<file path="config.mk">
export PLATFORM = sky130hd
export DESIGN_NAME = line_sensor_array_tracker
export DESIGN_NICKNAME = d
export VERILOG_FILES = /design/src/lsat_pkg.sv /design/src/lsat_hist.sv /design/src/lsat_div.sv /design/src/line_sensor_array_tracker.sv
export SDC_FILE = /design/constraint.sdc
export NUM_CORES = 1
export LEC_CHECK = 0
export BUFFER_PORTS_ARGS = -buffer_cell sky130_fd_sc_hd__buf_2
export CAP_MARGIN = 20
export CORE_MARGIN = 5
export CORE_UTILIZATION = 45
export DETAILED_ROUTE_END_ITERATION = 10
export PLACE_DENSITY = 0.74
export SLEW_MARGIN = 30
export SYNTH_ARGS = -nofsm -noshare
export SYNTH_HDL_FRONTEND = slang
export SYNTH_HIERARCHICAL = 1
export SYNTH_SLANG_ARGS = --single-unit
export TNS_END_PERCENT = 100
</file>
<file path="constraint.sdc">
create_clock -name i_clk -period 4.8 [get_ports i_clk]
set_input_delay 0.24 -clock i_clk [delete_from_list [all_inputs] [get_ports i_clk]]
set_output_delay 0.24 -clock i_clk [all_outputs]
set_load 0.02 [all_outputs]
</file>
<file path="src/lsat_pkg.sv">
// ----------------------------------------------------------------------------
// lsat_pkg: shared types and constants of the line sensor array tracker
// Row, count and position widths, register indexes, sequencer states and the
// small row-reduction functions used by the tracker.
// ----------------------------------------------------------------------------
package lsat_pkg;

    localparam int ROW_W      = 8;   // one bit per sensor port
    localparam int SMP_W      = 10;  // sample port width
    localparam int CNT_W      = 4;   // 0..8 active sensors
    localparam int SUM_W      = 5;   // sum of indices 0..7 is at most 28
    localparam int POS_W      = 3;
    localparam int ERR_W      = 4;
    localparam int TGT_W      = 3;
    localparam int CFG_IDX_W  = 2;
    localparam int CFG_DATA_W = 10;

    localparam logic [CFG_IDX_W-1:0] CFG_THRESHOLD = 2'd0;
    localparam logic [CFG_IDX_W-1:0] CFG_TARGET    = 2'd1;
    localparam logic [CFG_IDX_W-1:0] CFG_WINDOW    = 2'd2;

    typedef logic [ROW_W-1:0] t_row;

    typedef enum logic [2:0] {
        ST_IDLE,
        ST_SCAN,
        ST_CALC,
        ST_DIV,
        ST_OUT
    } t_state;

    function automatic logic [CNT_W-1:0] row_count(input t_row row);
        logic [CNT_W-1:0] acc;
        acc = '0;
        for (int i = 0; i < ROW_W; i++) begin
            acc = acc + CNT_W'(row[i]);
        end
        return acc;
    endfunction

    function automatic logic [SUM_W-1:0] row_index_sum(input t_row row);
        logic [SUM_W-1:0] acc;
        acc = '0;
        for (int i = 0; i < ROW_W; i++) begin
            if (row[i]) begin
                acc = acc + SUM_W'(i);
            end
        end
        return acc;
    endfunction

endpackage

</file>
<file path="src/lsat_hist.sv">
// ----------------------------------------------------------------------------
// lsat_hist: ring store of past sensor rows
// One write port, one registered read port. Per-entry valid bits make rows
// that were never written read as zero right after reset.
// ----------------------------------------------------------------------------
module lsat_hist #(
    parameter int DEPTH = 8
) (
    input  logic                                i_clk,
    input  logic                                i_rst_n,
    input  logic                                i_we,
    input  logic [(DEPTH > 1 ? $clog2(DEPTH) : 1)-1:0] i_waddr,
    input  lsat_pkg::t_row                      i_wdata,
    input  logic                                i_re,
    input  logic [(DEPTH > 1 ? $clog2(DEPTH) : 1)-1:0] i_raddr,
    output lsat_pkg::t_row                      o_rdata
);

    lsat_pkg::t_row r_mem [DEPTH];
    logic [DEPTH-1:0] r_vld;
    lsat_pkg::t_row r_rdata;

    always_ff @(posedge i_clk) begin
        if (!i_rst_n) begin
            r_vld <= '0;
        end else if (i_we) begin
            r_vld[i_waddr] <= 1'b1;
        end
    end

    always_ff @(posedge i_clk) begin
        if (i_we) begin
            r_mem[i_waddr] <= i_wdata;
        end
        if (i_re) begin
            r_rdata <= r_vld[i_raddr] ? r_mem[i_raddr] : '0;
        end
    end

    assign o_rdata = r_rdata;

endmodule

</file>
<file path="src/lsat_div.sv">
// ----------------------------------------------------------------------------
// lsat_div: small restoring divider for the mean sensor index
// One quotient bit per cycle. The quotient is known to fit in
// three bits since the mean index never exceeds the largest index.
// ----------------------------------------------------------------------------
module lsat_div (
    input  logic                        i_clk,
    input  logic                        i_rst_n,
    input  logic                        i_start,
    input  logic [lsat_pkg::SUM_W-1:0]  i_dividend,
    input  logic [lsat_pkg::CNT_W-1:0]  i_divisor,
    output logic                        o_done,
    output logic [lsat_pkg::POS_W-1:0]  o_quotient
);

    localparam int SH_W = lsat_pkg::CNT_W + lsat_pkg::POS_W;

    logic                       r_busy;
    logic                       r_done;
    logic [1:0]                 r_k;
    logic [lsat_pkg::SUM_W-1:0] r_rem;
    logic [lsat_pkg::CNT_W-1:0] r_div;
    logic [lsat_pkg::POS_W-1:0] r_quo;

    logic [SH_W-1:0] w_trial;
    logic            w_fit;

    assign w_trial = SH_W'(r_div) << r_k;
    assign w_fit   = SH_W'(r_rem) >= w_trial;

    always_ff @(posedge i_clk) begin
        if (!i_rst_n) begin
            r_busy <= 1'b0;
            r_done <= 1'b0;
        end else begin
            r_done <= 1'b0;
            if (i_start) begin
                r_busy <= 1'b1;
            end else if (r_busy && r_k == 2'd0) begin
                r_busy <= 1'b0;
                r_done <= 1'b1;
            end
        end
    end

    always_ff @(posedge i_clk) begin
        if (i_start) begin
            r_rem <= i_dividend;
            r_div <= i_divisor;
            r_quo <= '0;
            r_k   <= 2'd2;
        end else if (r_busy) begin
            if (w_fit) begin
                r_rem        <= r_rem - w_trial[lsat_pkg::SUM_W-1:0];
                r_quo[r_k]   <= 1'b1;
            end
            r_k <= r_k - 2'd1;
        end
    end

    assign o_done     = r_done;
    assign o_quotient = r_quo;

endmodule

</file>
<file path="src/line_sensor_array_tracker.sv">
// ----------------------------------------------------------------------------
// line_sensor_array_tracker: reflectance line-sensor position tracker
// Thresholds one sample per sensor into a bit row, keeps a ring of past rows
// and reports the delayed row's active count, mean index and error to target,
// plus the mask of sensors active in every row of the window.
// ----------------------------------------------------------------------------
// An item is one set of sensor samples; each item gives exactly one result.
// Work per item is serial: after the row is stored, the history ring is read
// back one row per cycle through its single read port, then the mean index
// is formed by a three-step restoring divider. The divider is skipped when
// the delayed row is empty, and the read-back is skipped at window zero;
// window lies between 0 and HISTORY_DEPTH. A new item is taken while the
// previous result still waits at the output. The history is marked empty at
// reset by per-row valid bits, so no clearing pass is needed. Configuration
// writes take effect at once and belong in idle time.
// ----------------------------------------------------------------------------
module line_sensor_array_tracker #(
    parameter int NUM_SENSORS   = 8,
    parameter int HISTORY_DEPTH = 8,
    parameter int SAMPLE_BITS   = 10
) (
    input  logic                             i_clk,
    input  logic                             i_rst_n,
    // input items
    input  logic                             i_in_valid,
    output logic                             o_in_ready,
    input  logic [lsat_pkg::SMP_W-1:0]       i_sample_0,
    input  logic [lsat_pkg::SMP_W-1:0]       i_sample_1,
    input  logic [lsat_pkg::SMP_W-1:0]       i_sample_2,
    input  logic [lsat_pkg::SMP_W-1:0]       i_sample_3,
    input  logic [lsat_pkg::SMP_W-1:0]       i_sample_4,
    input  logic [lsat_pkg::SMP_W-1:0]       i_sample_5,
    input  logic [lsat_pkg::SMP_W-1:0]       i_sample_6,
    input  logic [lsat_pkg::SMP_W-1:0]       i_sample_7,
    // result items
    output logic                             o_out_valid,
    input  logic                             i_out_ready,
    output logic [lsat_pkg::POS_W-1:0]       o_position,
    output logic signed [lsat_pkg::ERR_W-1:0] o_position_error,
    output logic [lsat_pkg::CNT_W-1:0]       o_active_count,
    output logic                             o_position_valid,
    output logic [lsat_pkg::ROW_W-1:0]       o_streak_mask,
    // configuration
    input  logic                             i_cfg_we,
    input  logic [lsat_pkg::CFG_IDX_W-1:0]   i_cfg_index,
    input  logic [lsat_pkg::CFG_DATA_W-1:0]  i_cfg_data
);

    localparam int AW    = (HISTORY_DEPTH > 1) ? $clog2(HISTORY_DEPTH) : 1;
    localparam int WIN_W = ($clog2(HISTORY_DEPTH + 1) > 4) ? $clog2(HISTORY_DEPTH + 1) : 4;
    localparam logic [WIN_W-1:0] WIN_MAX = WIN_W'(HISTORY_DEPTH);
    localparam logic [AW-1:0]    LAST_SLOT = AW'(HISTORY_DEPTH - 1);
    localparam lsat_pkg::t_row   SENS_MASK = lsat_pkg::ROW_W'((1 << NUM_SENSORS) - 1);
    localparam logic [lsat_pkg::SMP_W-1:0] SMP_MASK =
        lsat_pkg::SMP_W'((1 << SAMPLE_BITS) - 1);
    localparam logic [lsat_pkg::TGT_W-1:0] TGT_RESET =
        lsat_pkg::TGT_W'((NUM_SENSORS - 1) / 2);
    localparam int SUM_CHECK = lsat_pkg::SUM_W + lsat_pkg::CNT_W;

    // configuration registers
    logic [lsat_pkg::SMP_W-1:0] r_threshold;
    logic [lsat_pkg::TGT_W-1:0] r_target;
    logic [WIN_W-1:0]           r_window;

    // sequencer and datapath
    lsat_pkg::t_state r_state, n_state;
    logic [AW-1:0]    r_slot;
    logic [AW-1:0]    r_rd_ptr;
    logic [WIN_W-1:0] r_cnt;
    logic             r_pend;
    logic             r_last;
    lsat_pkg::t_row   r_streak;
    lsat_pkg::t_row   r_delayed;
    logic [lsat_pkg::CNT_W-1:0] r_count;
    logic [lsat_pkg::POS_W-1:0] r_pos;

    // output register
    logic                       r_out_valid;
    logic [lsat_pkg::POS_W-1:0] r_o_pos;
    logic [lsat_pkg::ERR_W-1:0] r_o_err;
    logic [lsat_pkg::CNT_W-1:0] r_o_cnt;
    logic                       r_o_pvld;
    lsat_pkg::t_row             r_o_streak;

    logic [lsat_pkg::SMP_W-1:0] w_smp [lsat_pkg::ROW_W];
    lsat_pkg::t_row             w_row;
    lsat_pkg::t_row             w_rdata;
    logic                       w_accept;
    logic                       w_issue;
    logic                       w_div_start;
    logic                       w_div_done;
    logic [lsat_pkg::POS_W-1:0] w_quo;
    logic [lsat_pkg::CNT_W-1:0] w_cnt;
    logic [lsat_pkg::SUM_W-1:0] w_sum;
    logic                       w_out_load;
    logic [WIN_W-1:0]           w_win_wr;

    assign w_smp[0] = i_sample_0;
    assign w_smp[1] = i_sample_1;
    assign w_smp[2] = i_sample_2;
    assign w_smp[3] = i_sample_3;
    assign w_smp[4] = i_sample_4;
    assign w_smp[5] = i_sample_5;
    assign w_smp[6] = i_sample_6;
    assign w_smp[7] = i_sample_7;

    always_comb begin
        for (int i = 0; i < lsat_pkg::ROW_W; i++) begin
            w_row[i] = SENS_MASK[i] && ((w_smp[i] & SMP_MASK) > r_threshold);
        end
    end

    assign o_in_ready = (r_state == lsat_pkg::ST_IDLE);
    assign w_accept   = i_in_valid && o_in_ready;
    assign w_cnt      = lsat_pkg::row_count(r_delayed);
    assign w_sum      = lsat_pkg::row_index_sum(r_delayed);

    // ---------------- configuration ----------------
    assign w_win_wr = (WIN_W'(i_cfg_data[3:0]) > WIN_MAX) ? WIN_MAX : WIN_W'(i_cfg_data[3:0]);

    always_ff @(posedge i_clk) begin
        if (!i_rst_n) begin
            r_threshold <= lsat_pkg::SMP_W'(512);
            r_target    <= TGT_RESET;
            r_window    <= WIN_MAX;
        end else if (i_cfg_we) begin
            unique case (i_cfg_index)
                lsat_pkg::CFG_THRESHOLD: r_threshold <= i_cfg_data[lsat_pkg::SMP_W-1:0];
                lsat_pkg::CFG_TARGET:    r_target    <= i_cfg_data[lsat_pkg::TGT_W-1:0];
                lsat_pkg::CFG_WINDOW:    r_window    <= w_win_wr;
                default: ;
            endcase
        end
    end

    // ---------------- sequencer ----------------
    always_ff @(posedge i_clk) begin
        if (!i_rst_n) begin
            r_state <= lsat_pkg::ST_IDLE;
        end else begin
            r_state <= n_state;
        end
    end

    always_comb begin
        n_state     = r_state;
        w_issue     = 1'b0;
        w_div_start = 1'b0;
        w_out_load  = 1'b0;
        unique case (r_state)
            lsat_pkg::ST_IDLE: begin
                if (w_accept) begin
                    n_state = (r_window == '0) ? lsat_pkg::ST_CALC : lsat_pkg::ST_SCAN;
                end
            end
            lsat_pkg::ST_SCAN: begin
                w_issue = (r_cnt < r_window);
                if (r_pend && r_last) begin
                    n_state = lsat_pkg::ST_CALC;
                end
            end
            lsat_pkg::ST_CALC: begin
                w_div_start = (w_cnt != '0);
                n_state     = (w_cnt != '0) ? lsat_pkg::ST_DIV : lsat_pkg::ST_OUT;
            end
            lsat_pkg::ST_DIV: begin
                if (w_div_done) begin
                    n_state = lsat_pkg::ST_OUT;
                end
            end
            lsat_pkg::ST_OUT: begin
                w_out_load = !r_out_valid || i_out_ready;
                if (w_out_load) begin
                    n_state = lsat_pkg::ST_IDLE;
                end
            end
            default: n_state = lsat_pkg::ST_IDLE;
        endcase
    end

    // ---------------- control counters ----------------
    always_ff @(posedge i_clk) begin
        if (!i_rst_n) begin
            r_slot <= '0;
            r_pend <= 1'b0;
        end else begin
            r_pend <= w_issue;
            if (w_accept) begin
                r_slot <= (r_slot == LAST_SLOT) ? '0 : r_slot + AW'(1);
            end
        end
    end

    // ---------------- datapath ----------------
    always_ff @(posedge i_clk) begin
        if (w_accept) begin
            // newest row is one step back, i.e. the slot just written
            r_rd_ptr  <= r_slot;
            r_cnt     <= '0;
            r_streak  <= SENS_MASK;
            r_delayed <= '0;
        end
        if (w_issue) begin
            r_rd_ptr <= (r_rd_ptr == '0) ? LAST_SLOT : r_rd_ptr - AW'(1);
            r_cnt    <= r_cnt + WIN_W'(1);
            r_last   <= (r_cnt + WIN_W'(1) == r_window);
        end
        if (r_state == lsat_pkg::ST_SCAN && r_pend) begin
            r_streak <= r_streak & w_rdata;
            if (r_last) begin
                r_delayed <= w_rdata & SENS_MASK;
            end
        end
        if (r_state == lsat_pkg::ST_CALC) begin
            r_count <= w_cnt;
            r_pos   <= '0;
        end
        if (w_div_done) begin
            r_pos <= w_quo;
        end
    end

    // ---------------- output register ----------------
    always_ff @(posedge i_clk) begin
        if (!i_rst_n) begin
            r_out_valid <= 1'b0;
        end else if (w_out_load) begin
            r_out_valid <= 1'b1;
        end else if (i_out_ready) begin
            r_out_valid <= 1'b0;
        end
    end

    always_ff @(posedge i_clk) begin
        if (w_out_load) begin
            r_o_pos    <= r_pos;
            r_o_err    <= {1'b0, r_target} - {1'b0, r_pos};
            r_o_cnt    <= r_count;
            r_o_pvld   <= (r_count != '0);
            r_o_streak <= r_streak & SENS_MASK;
        end
    end

    assign o_out_valid      = r_out_valid;
    assign o_position       = r_o_pos;
    assign o_position_error = r_o_err;
    assign o_active_count   = r_o_cnt;
    assign o_position_valid = r_o_pvld;
    assign o_streak_mask    = r_o_streak;

    // ---------------- submodules ----------------
    lsat_hist #(
        .DEPTH (HISTORY_DEPTH)
    ) u_hist (
        .i_clk   (i_clk),
        .i_rst_n (i_rst_n),
        .i_we    (w_accept),
        .i_waddr (r_slot),
        .i_wdata (w_row),
        .i_re    (w_issue),
        .i_raddr (r_rd_ptr),
        .o_rdata (w_rdata)
    );

    lsat_div u_div (
        .i_clk      (i_clk),
        .i_rst_n    (i_rst_n),
        .i_start    (w_div_start),
        .i_dividend (w_sum),
        .i_divisor  (w_cnt),
        .o_done     (w_div_done),
        .o_quotient (w_quo)
    );

    // ---------------- assertions ----------------
    a_win_range: assert property (@(posedge i_clk) disable iff (!i_rst_n)
        r_window <= WIN_MAX)
        else $error("window register above history depth");

    a_scan_bound: assert property (@(posedge i_clk) disable iff (!i_rst_n)
        (r_state == lsat_pkg::ST_SCAN) |-> (r_cnt <= r_window))
        else $error("history read count ran past window");

    a_busy_after_accept: assert property (@(posedge i_clk) disable iff (!i_rst_n)
        w_accept |=> !o_in_ready)
        else $error("ready returned before item finished");

    a_empty_pos: assert property (@(posedge i_clk) disable iff (!i_rst_n)
        (o_out_valid && !o_position_valid) |-> (o_position == '0 && o_active_count == '0))
        else $error("empty row reported a position");

    a_pos_range: assert property (@(posedge i_clk) disable iff (!i_rst_n)
        w_div_done |-> (SUM_CHECK'(w_quo) * SUM_CHECK'(r_count) <= SUM_CHECK'(w_sum)))
        else $error("mean index exceeds index sum");

endmodule

</file>
==> flow_metrics.tcl, run 1 <==
set metrics [dict create \
    run_status "finished, final reports clean" \
    synth-seq-cells 172 \
    wirelength_um 19390 \
    ys_seq_area_frac 0.5003 \
    rows 52 \
    routed-via-count 6271 \
    die_area_mm2 0.02379 \
    grt_usage 0.1696 \
    min_period_ns 4.218 \
    synth_flop_cell "edfxtp_1" \
    post_cts_buffers 0 \
    worstHoldStart "i_cfg_data[5]" \
    final-hold-violation-count 0 \
    initialDrtViolationCount 279 \
    hold_path.class "in -> reg" \
    clockRootBuffer "clkbuf_16" \
    cts_buffers 17 \
    antenna_cells 0 \
    fin_skew_ns 0.004399 \
    ctsResizeCount 0 \
    grt_pass1_vias 6459 \
    path_clk_slew_ns 0.06 \
    syn_inst 787 \
    io-pin-count 119 \
    power_mw 4.477 \
    cp_max_fo 8 \
    antenna_found_initial 0 \
    async_flop_share 0 \
    end_kind "flip-flop" \
    leakagePower_nw 4.396 \
    r2r-start "r_delayed[3]$_DFF_P_" \
    cts_sinks 172 \
    maxSlewHeadroom 0.4036 \
    critPathArrivalTime_ns 4.56 \
    worst_pin_slew_ns 0.8946 \
    rr_endpoint "u_div/o_quotient[1]$_SDFFE_PP0P_" \
    holdBufCountCts 0 \
    drive_gt1_frac 0.2002 \
    ant_nets 0 \
    syn_area_mm2 0.009363 \
    critPathKind "reg -> reg" \
    clock_latency_ns 0.43 \
    dr.pass1.iters 5 \
    cts_buffer_depth 2 \
    grt-ovfl-total 0 \
    fill_cells 1702 \
    setup_violations 0 \
    report.final.slew_viol_count 0 \
    peakVddDrop_mv 0.2153 \
    drc 0 \
    initial_utilization 0.4598 \
    min_path_cells 3 \
    synth_edf_count 124 \
    grt_pass1_wl_um 32020 \
    crit_required_ns 5.15 \
    pwr_density_cell_mw_per_mm2 414.0 \
    start_kind "flip-flop" \
    h-tree-depth 4 \
    post_drt_wl_per_cell_um 16.24 \
    syn_nets 999 \
    syn_area_per_cell_um2 11.90 \
    r2r_cells 14 \
    die_w_um 154.2 \
    numPortBuffers 118 \
    post-route-period-util 0.8787 \
    viasPerCell 5.252 \
    gp_congestion 0.8238 \
    max_freq_mhz 237.1 \
    synth_cell_type_count 65 \
    drv_cap 0 \
    whs_ns 0.04741 \
    syn_to_final_growth_pct 15.52 \
    die_h_um 154.2 \
    hold_end "r_threshold[5]$_SDFFE_PN0P_" \
    hpwl_um 14760 \
    cts_tree "built" \
    grt_max_degree 22 \
    ff2ff_setup_slack_ns 0.58 \
    finalSetupTns_ns 0 \
    yosysWarnings 6 \
    core_area_mm2 0.02036 \
    final_nets 1123 \
    rsz0062_at_grt "no" \
]
[stage by stage]
stage,utilization,instance area [um2],cells,worst slack (ns)
6_report,0.5311,10820,1194,0.5821
5_1_grt,0.5311,10820,1194,0.2789
4_1_cts,0.5304,10800,1194,0.5467
3_5_place_dp,0.5032,10250,1162,0.5751
3_3_place_gp,0.5029,10240,1162,0.7383
2_1_floorplan,-,9363,787,0.6282
[cell usage in the layout (no fill, tap or decap), types with 4 or more instances in the layout]
| cell type | Yosys | layout |
|---|---|---|
| edfxtp_1 | 124 | 124 |
| buf_2 | 8 | 118 |
| ha_1 | 109 | 109 |
| inv_1 | 63 | 63 |
| nor2_1 | 65 | 60 |
| nand2_1 | 52 | 52 |
| dfxtp_1 | 48 | 48 |
| a21oi_1 | 38 | 38 |
| o21ai_0 | 24 | 24 |
| nor2b_1 | 22 | 22 |
| a21o_1 | 19 | 19 |
| o21a_1 | 17 | 17 |
| clkbuf_16 | 0 | 17 |
| mux2i_1 | 16 | 16 |
| nand4_1 | 16 | 16 |
| xnor2_1 | 14 | 14 |
| mux4_2 | 14 | 14 |
| nand3b_1 | 11 | 11 |
| nand3_1 | 10 | 10 |
| nand2b_1 | 9 | 9 |
| nor3_1 | 8 | 7 |
| and2_1 | 7 | 7 |
| o31ai_1 | 7 | 7 |
| o21ai_1 | 6 | 6 |
| fa_1 | 6 | 6 |
| nor3b_1 | 5 | 5 |
| xor2_1 | 5 | 5 |
| clkinv_2 | 0 | 5 |
| buf_4 | 1 | 5 |
| nor2_2 | 0 | 5 |
| a31oi_1 | 4 | 4 |
| clkbuf_1 | 5 | 4 |
| mux4_1 | 4 | 4 |
[flip-flops by register name, summed over array words and instances, names as in the netlist, 5 cells and up]
name and flops:
u_hist/o_rdata 8, r_threshold 10, o_streak_mask 8, u_hist/r_mem 64, r_streak 8, u_hist/r_vld 8
r_delayed 8, u_div/r_rem 5
[worst max-delay path, stage by stage, from the launching register on]
cell and delay [ns]:
dfxtp_1 0.47, fa_1 0.47, inv_1 0.08, fa_1 0.43, fa_1 0.44, inv_1 0.08
ha_1 0.16, inv_1 0.06, fa_1 0.37, xnor2_1 0.16, a2111oi_0 0.56, nor2b_1 0.26
nor3b_1 0.28, o311ai_2 0.17, o22ai_1 0.16
[power breakdown]
group          switching [mW]  internal, mW  leakage (nW)
clock network           0.523         0.770         0.273
logic                   0.628         0.538          2.62
registers               0.176          1.84          1.51
[Yosys cell counts, drive strengths merged (14+ instances only)]
library cell / n / area share
nor2: 65 / 0.026
ha: 109 / 0.15
nor2b: 22 / 0.015
mux2i: 17 / 0.020
a21o: 19 / 0.015
a21oi: 38 / 0.020
nand2: 52 / 0.021
edfxtp: 124 / 0.40
o21ai: 30 / 0.016
o21a: 17 / 0.014
xnor2: 14 / 0.013
nand4: 16 / 0.011
mux4: 18 / 0.045
inv: 65 / 0.026
dfxtp: 48 / 0.10
[worst max path at each step]
| stage | from | to | cells after the start |
|---|---|---|---|
| after CTS | r_delayed[3]$_DFF_P_ | u_div/o_quotient[1]$_SDFFE_PP0P_ | 14 |
| final | r_delayed[3]$_DFF_P_ | u_div/o_quotient[1]$_SDFFE_PP0P_ | 14 |
| after global routing | r_delayed[3]$_DFF_P_ | u_div/o_quotient[1]$_SDFFE_PP0P_ | 14 |
| after detailed placement | r_delayed[3]$_DFF_P_ | u_div/o_quotient[0]$_SDFFE_PP0P_ | 14 |
| after global placement | r_delayed[1]$_DFF_P_ | u_div/o_quotient[1]$_SDFFE_PP0P_ | 14 |
| after floorplan | r_delayed[1]$_DFF_P_ | u_div/r_rem[0]$_DFFE_PP_ | 14 |
[area by class of cell]
class / instances / area, um2 / share of cell area
clock buffers: 22 / 454.2 / 0.04199
clock inverters: 10 / 100.1 / 0.009255
multi-input cells: 532 / 4367 / 0.4037
flip-flops and latches: 172 / 4684 / 0.4331
inverters: 65 / 244.0 / 0.02256
well taps: 270 / 337.8 / 0.03124
repair buffers: 123 / 628.1 / 0.05807
[kinds of logic (layout without fill, tap and decap cells)]
kind of cell,Yosys count,in the layout,synth area share
AO/OA/AOI/OAI,138,138,0.09662
XOR/XNOR,20,20,0.02018
adder cells (fa/ha/maj),115,115,0.1585
buffers and inverters,83,220,0.03648
flip-flops,172,172,0.5003
multiplexers,37,37,0.06682
AND/OR/NAND/NOR,222,222,0.1211
[layer usage]
layer / GRT usage / wire length, um / vias up
met4: 0.05677 / 393 / 0
li1: - / - / 3136
met2: 0.2881 / 9521 / 162
met3: 0.04498 / 1016 / 29
met5: 0 / 0 / -
met1: 0.2106 / 8455 / 2944
Power figures use the tool's default switching activity.
==> inputs of run 2 (changes only) <==
--- a/config.mk
+++ b/config.mk
@@ -7,11 +7,10 @@
 export LEC_CHECK = 0
 export BUFFER_PORTS_ARGS = -buffer_cell sky130_fd_sc_hd__buf_2
 export CAP_MARGIN = 20
-export CORE_MARGIN = 5
 export CORE_UTILIZATION = 45
 export DETAILED_ROUTE_END_ITERATION = 10
-export PLACE_DENSITY = 0.74
-export SLEW_MARGIN = 30
+export PLACE_DENSITY_LB_ADDON = 0.12
+export SLEW_MARGIN = 15
 export SYNTH_ARGS = -nofsm -noshare
 export SYNTH_HDL_FRONTEND = slang
 export SYNTH_HIERARCHICAL = 1
==> flow_metrics.tcl, run 2 (synthesized netlist as in run 1, its figures left out) <==
set metrics [dict create \
    peakVddDrop_mv 0.2212 \
    ff2ff_setup_slack_ns 0.48 \
    routed-via-count 6191 \
    pwr_density_cell_mw_per_mm2 422.2 \
    grt-ovfl-total 0 \
    initial_utilization 0.4612 \
    setup_violations 0 \
    antenna_found_initial 4 \
    rows 52 \
    cts_buffers 17 \
    r2r-start "r_delayed[3]$_DFF_P_" \
    path_cells "fa_1, inv_1, fa_1, fa_1, inv_1, ha_1, inv_1, fa_1, xnor2_1, a2111oi_0, nor2b_1, buf_4, nor3b_1, o311ai_2, o22ai_1" \
    dr.pass1.iters 4 \
    numPortBuffers 118 \
    utilization 0.5350 \
    start_kind "flip-flop" \
    h-tree-depth 4 \
    drive_gt1_frac 0.2015 \
    place_area_mm2 0.01023 \
    critPathKind "reg -> reg" \
    cp_max_fo 24 \
    rsz0062_at_grt "no" \
    hpwl_um 14230 \
    syn_to_final_growth_pct 16.00 \
    ctsResizeCount 0 \
    grt_usage 0.1907 \
    hold_path.class "in -> reg" \
    final_cells 1194 \
    die_area_mm2 0.02139 \
    leakagePower_nw 4.419 \
    worstHoldStart "i_cfg_data[4]" \
    critPathArrivalTime_ns 4.68 \
    final_area_mm2 0.01086 \
    cts_sinks 172 \
    cp_slowest_cell "a2111oi_0" \
    top_regs "u_hist/r_mem: 64 flops, r_threshold: 10 flops" \
    grt_pass1_wl_um 31450 \
    run_status "finished, final reports clean" \
    crit_required_ns 5.15 \
    fin_skew_ns 0.01298 \
    ant_nets 0 \
    largest_reg_flops 64 \
    drv_cap 0 \
    worst_pin_slew_ns 1.112 \
    clock_latency_ns 0.43 \
    viasPerCell 5.185 \
    finalSetupTns_ns 0 \
    slowest_delay_ns 0.62 \
    die_h_um 146.2 \
    worst_path_most_repeated_cell "fa_1" \
    post_cts_buffers 0 \
    io-pin-count 119 \
    initialDrtViolationCount 249 \
    path_clk_slew_ns 0.07 \
    post-route-period-util 0.9002 \
    dpl.cell_count 1160 \
    max_freq_mhz 231.4 \
    report.final.slew_viol_count 0 \
    final_nets 1122 \
    gp_congestion 0.7782 \
    crit_end "u_div/o_quotient[1]$_SDFFE_PP0P_" \
    top_register "u_hist/r_mem" \
    die_w_um 146.2 \
    cts_buffer_depth 2 \
    r2r_cells 15 \
    maxSlewHeadroom 0.2559 \
    core_area_mm2 0.02030 \
    post_drt_wl_per_cell_um 16.18 \
    grt_max_degree 25 \
    grt_pass1_vias 6189 \
    end_kind "flip-flop" \
    wirelength_um 19320 \
    holdBufCountCts 0 \
    cts_tree "built" \
    critPathLaunch "r_delayed[3]$_DFF_P_" \
    drc 0 \
    most-common-layout-cells "edfxtp_1, buf_2, ha_1" \
    layout_commonest_cell "edfxtp_1" \
    rr_endpoint "u_div/o_quotient[1]$_SDFFE_PP0P_" \
    clockRootBuffer "clkbuf_16" \
    min_period_ns 4.321 \
    final-hold-violation-count 0 \
]
run 2: worst max-delay path: cells and delay by family (launching register included):
| kind | cells | cell delay [ns] |
|---|---|---|
| adder cells (fa/ha/maj) | 5 | 1.83 |
| AO/OA/AOI/OAI | 3 | 0.95 |
| flip-flops | 1 | 0.45 |
| buffers and inverters | 4 | 0.45 |
| AND/OR/NAND/NOR | 2 | 0.41 |
| XOR/XNOR | 1 | 0.16 |
run 2: worst min path at each step:
stage / to / cells past startpoint
after floorplan: r_target[0]$_SDFFE_PN1P_ / 1
after global routing: r_threshold[4]$_SDFFE_PN0P_ / 3
after detailed placement: o_active_count[3]$_DFFE_PP_ / 0
final: r_threshold[4]$_SDFFE_PN0P_ / 3
after CTS: r_threshold[8]$_SDFFE_PN0P_ / 3
after global placement: o_position[2]$_DFFE_PP_ / 0
run 2: metrics by stage:
step	hold WS (ns)	power [mW]	setup slack, ns
finish	0.04971	4.585	0.4792
global route	0.04652	4.855	0.2405
CTS	0.03178	4.637	0.4370
detailed placement	0.4329	3.234	0.5286
global placement	0.4336	3.218	0.6524
floorplan	0.3019	2.908	0.6282
run 2: metal layers:
metal	global-route usage	routed length, um	share of wire	up-vias
li1	-	-	-	3140
met1	0.2374	8866	0.46	2920
met5	0	41	0.0021	-
met4	0.06250	324	0.017	6
met3	0.04688	732	0.038	28
met2	0.3243	9356	0.48	97
run 2: cell type report:
type	instances	area, um2
Sequential cell	172	4684
Fill cell	1778	9439
Tap cell	270	337.8
Inverter	65	244.0
Timing Repair Buffer	122	620.6
Clock buffer	17	425.4
Antenna cell	1	2.502
Clock inverter	15	192.7
Multi-Input combinational cell	532	4353
run 2: power by group:
part	internal [mW]	switching [mW]	total [mW]
combinational	0.534	0.596	1.13
clock	0.754	0.650	1.40
sequential	1.84	0.211	2.05
total	3.13	1.46	4.59
==> inputs of run 3 (changes only) <==
--- a/config.mk
+++ b/config.mk
@@ -5,8 +5,10 @@
 export SDC_FILE = /design/constraint.sdc
 export NUM_CORES = 1
 export LEC_CHECK = 0
+export ABC_AREA = 1
 export BUFFER_PORTS_ARGS = -buffer_cell sky130_fd_sc_hd__buf_2
 export CAP_MARGIN = 20
+export CORE_MARGIN = 1
 export CORE_UTILIZATION = 45
 export DETAILED_ROUTE_END_ITERATION = 10
 export PLACE_DENSITY_LB_ADDON = 0.12
==> flow_metrics.tcl, run 3 <==
set metrics [dict create \
    run_status "finished, final reports clean" \
    fill_cells 1999 \
    cpLargestDelayFamily "adder cells" \
    io-pin-count 119 \
    die_h_um 150.2 \
    cp_slowest_cell "fa_1" \
    initialDrtViolationCount 288 \
    worst_path_most_repeated_cell "inv_1" \
    dr.pass1.iters 5 \
    max_freq_mhz 269.2 \
    peakVddDrop_mv 0.2573 \
    syn_nets 1323 \
    synthMuxAreaShare 0.001013 \
    layout_commonest_cell "nand2_1" \
    syn_to_final_growth_pct 14.95 \
    cts_tree "built" \
    die_w_um 150.2 \
    top_register "u_hist/r_mem" \
    grt_max_degree 37 \
    slowest_delay_ns 0.51 \
    holdBufCountCts 0 \
    leakagePower_nw 5.408 \
    min_period_ns 3.715 \
    r2r-start "r_delayed[1]$_DFF_P_" \
    synth_common_cells "nand2_1, inv_1, edfxtp_1" \
    synth_flop_cell "edfxtp_1" \
    antenna_found_initial 2 \
    synth_cell_type_count 47 \
    cp_max_fo 8 \
    rows 53 \
    syn_inst 1111 \
    drc 0 \
    synth_xor_area_frac 0.008860 \
    die_area_mm2 0.02256 \
    end_kind "flip-flop" \
    synthAdderAreaFrac 0.1501 \
    worst_slack_ns 1.085 \
    synth_top_family_by_area "simple AND/OR/NAND/NOR gates" \
    grt_pass1_vias 6969 \
    clockRootBuffer "clkbuf_16" \
    cts_buffer_depth 2 \
    path_clk_slew_ns 0.07 \
    pwr_density_cell_mw_per_mm2 443.5 \
    h-tree-depth 4 \
    worst_pin_slew_ns 1.014 \
    report.final.slew_viol_count 0 \
    clock_latency_ns 0.43 \
    maxSlewHeadroom 0.3203 \
    gp_congestion 0.8608 \
    final-hold-violation-count 0 \
    hpwl_um 15620 \
    ff2ff_setup_slack_ns 1.09 \
    rsz0062_at_grt "no" \
    top_regs "u_hist/r_mem: 64 flops, r_threshold: 10 flops" \
    initial_utilization 0.4644 \
    drive_gt1_frac 0.1585 \
    synth-seq-cells 172 \
    drv_cap 0 \
    syn_area_mm2 0.009886 \
    synth_top_cell_by_area "edfxtp_1" \
    async_flop_share 0 \
    path_cells "fa_1, inv_1, fa_1, fa_1, inv_1, ha_1, inv_1, fa_1, inv_1, nor2_1, nand3_1, nand2_1, clkinv_1, inv_1, o21ai_1" \
    ant_nets 0 \
    viasPerCell 4.858 \
    most-common-layout-cells "nand2_1, inv_1, edfxtp_1" \
    min_path_cells 3 \
    final_nets 1448 \
    cts_buffers 17 \
    fin_skew_ns 0.01510 \
    final_cells 1527 \
    grt_pass1_wl_um 34360 \
    critPathKind "reg -> reg" \
    core_area_mm2 0.02129 \
    synth-simple-area-share 0.1911 \
    numPortBuffers 118 \
    crit_buf_inv 6 \
    hold_end "r_threshold[9]$_SDFFE_PN1P_" \
    cts_sinks 172 \
    start_kind "flip-flop" \
    yosysWarnings 6 \
    post_cts_buffers 0 \
    crit_required_ns 4.87 \
    finalSetupTns_ns 0 \
    grt_usage 0.2000 \
    worstHoldStart "i_cfg_data[9]" \
    synth_top_area_share 0.3767 \
    wirelength_um 21540 \
    post-route-period-util 0.7739 \
    critPathArrivalTime_ns 3.79 \
    hold_path.class "in -> reg" \
    largest_reg_flops 64 \
    synth_area_leaders "edfxtp_1, ha_1, nand2_1" \
    syn_area_per_cell_um2 8.898 \
    post_drt_wl_per_cell_um 14.11 \
    grt-ovfl-total 0 \
    routed-via-count 7418 \
    synth_edf_count 124 \
    dpl.cell_count 1491 \
    r2r_cells 15 \
    ctsResizeCount 0 \
    rr_endpoint "u_div/r_rem[3]$_DFFE_PP_" \
    yosysMostFrequentCell "nand2_1" \
    synth_compound_area_frac 0.08075 \
    setup_violations 0 \
    ys_seq_area_frac 0.4739 \
    pre_cts_ws_ns 1.090 \
]
[run 3: area by class of cell]
cell class / count / area, um2 / area share
diodes: 3 / 7.507 / 0.0006606
clock buffers: 17 / 425.4 / 0.03744
clock inverters: 15 / 186.4 / 0.01641
inverters: 212 / 803.3 / 0.07069
multi-input cells: 710 / 4280 / 0.3767
flip-flops and latches: 172 / 4684 / 0.4122
well taps: 275 / 344.1 / 0.03028
repair buffers: 123 / 631.9 / 0.05560
[run 3: worst min-delay path: cells and delay by family]
family,cells,cell delay [ns]
AND/OR/NAND/NOR,1,0.04
AO/OA/AOI/OAI,1,0.06
buffers and inverters,1,0.07
[run 3: stage by stage]
stage            util  power [mW]  hold slack [ns]  instance area, um2
2_1_floorplan       -       3.292           0.3704                9886
3_3_place_gp   0.5042       3.683           0.4300               10730
6_report       0.5338       5.040          0.02848               11360
3_5_place_dp   0.5042       3.701           0.4256               10730
4_1_cts        0.5329       5.100          0.01355               11340
5_1_grt        0.5335       5.404          0.03137               11360
[run 3: cells by family after synthesis]
kind of cell / count (synthesis)
flops: 172
mux: 1
compound gates: 142
buf+inv: 229
simple gates: 442
xor+xnor: 10
fa+ha+maj: 115
[run 3: power breakdown]
| group | internal, mW | switching [mW] | total (mW) |
|---|---|---|---|
| logic | 0.547 | 1.02 | 1.57 |
| clock network | 0.711 | 0.673 | 1.38 |
| registers | 1.89 | 0.205 | 2.09 |
[run 3: how the worst max path moves through the flow]
stage	startpoint	to	cells past startpoint
6_report	r_delayed[1]$_DFF_P_	u_div/r_rem[3]$_DFFE_PP_	15
2_1_floorplan	r_delayed[1]$_DFF_P_	u_div/r_rem[2]$_DFFE_PP_	17
3_5_place_dp	r_delayed[1]$_DFF_P_	u_div/r_rem[3]$_DFFE_PP_	15
4_1_cts	r_delayed[1]$_DFF_P_	u_div/r_rem[3]$_DFFE_PP_	15
3_3_place_gp	r_delayed[1]$_DFF_P_	u_div/r_rem[0]$_DFFE_PP_	15
5_1_grt	r_delayed[3]$_DFF_P_	u_div/r_rem[4]$_DFFE_PP_	15
[run 3: layer usage]
| metal | vias up | part of all wire | track usage |
|---|---|---|---|
| li1 | 3911 | - | - |
| met1 | 3340 | 0.43 | 0.2443 |
| met2 | 137 | 0.50 | 0.3414 |
| met3 | 28 | 0.050 | 0.04848 |
| met4 | 2 | 0.016 | 0.07374 |
| met5 | - | 0.00060 | 0 |
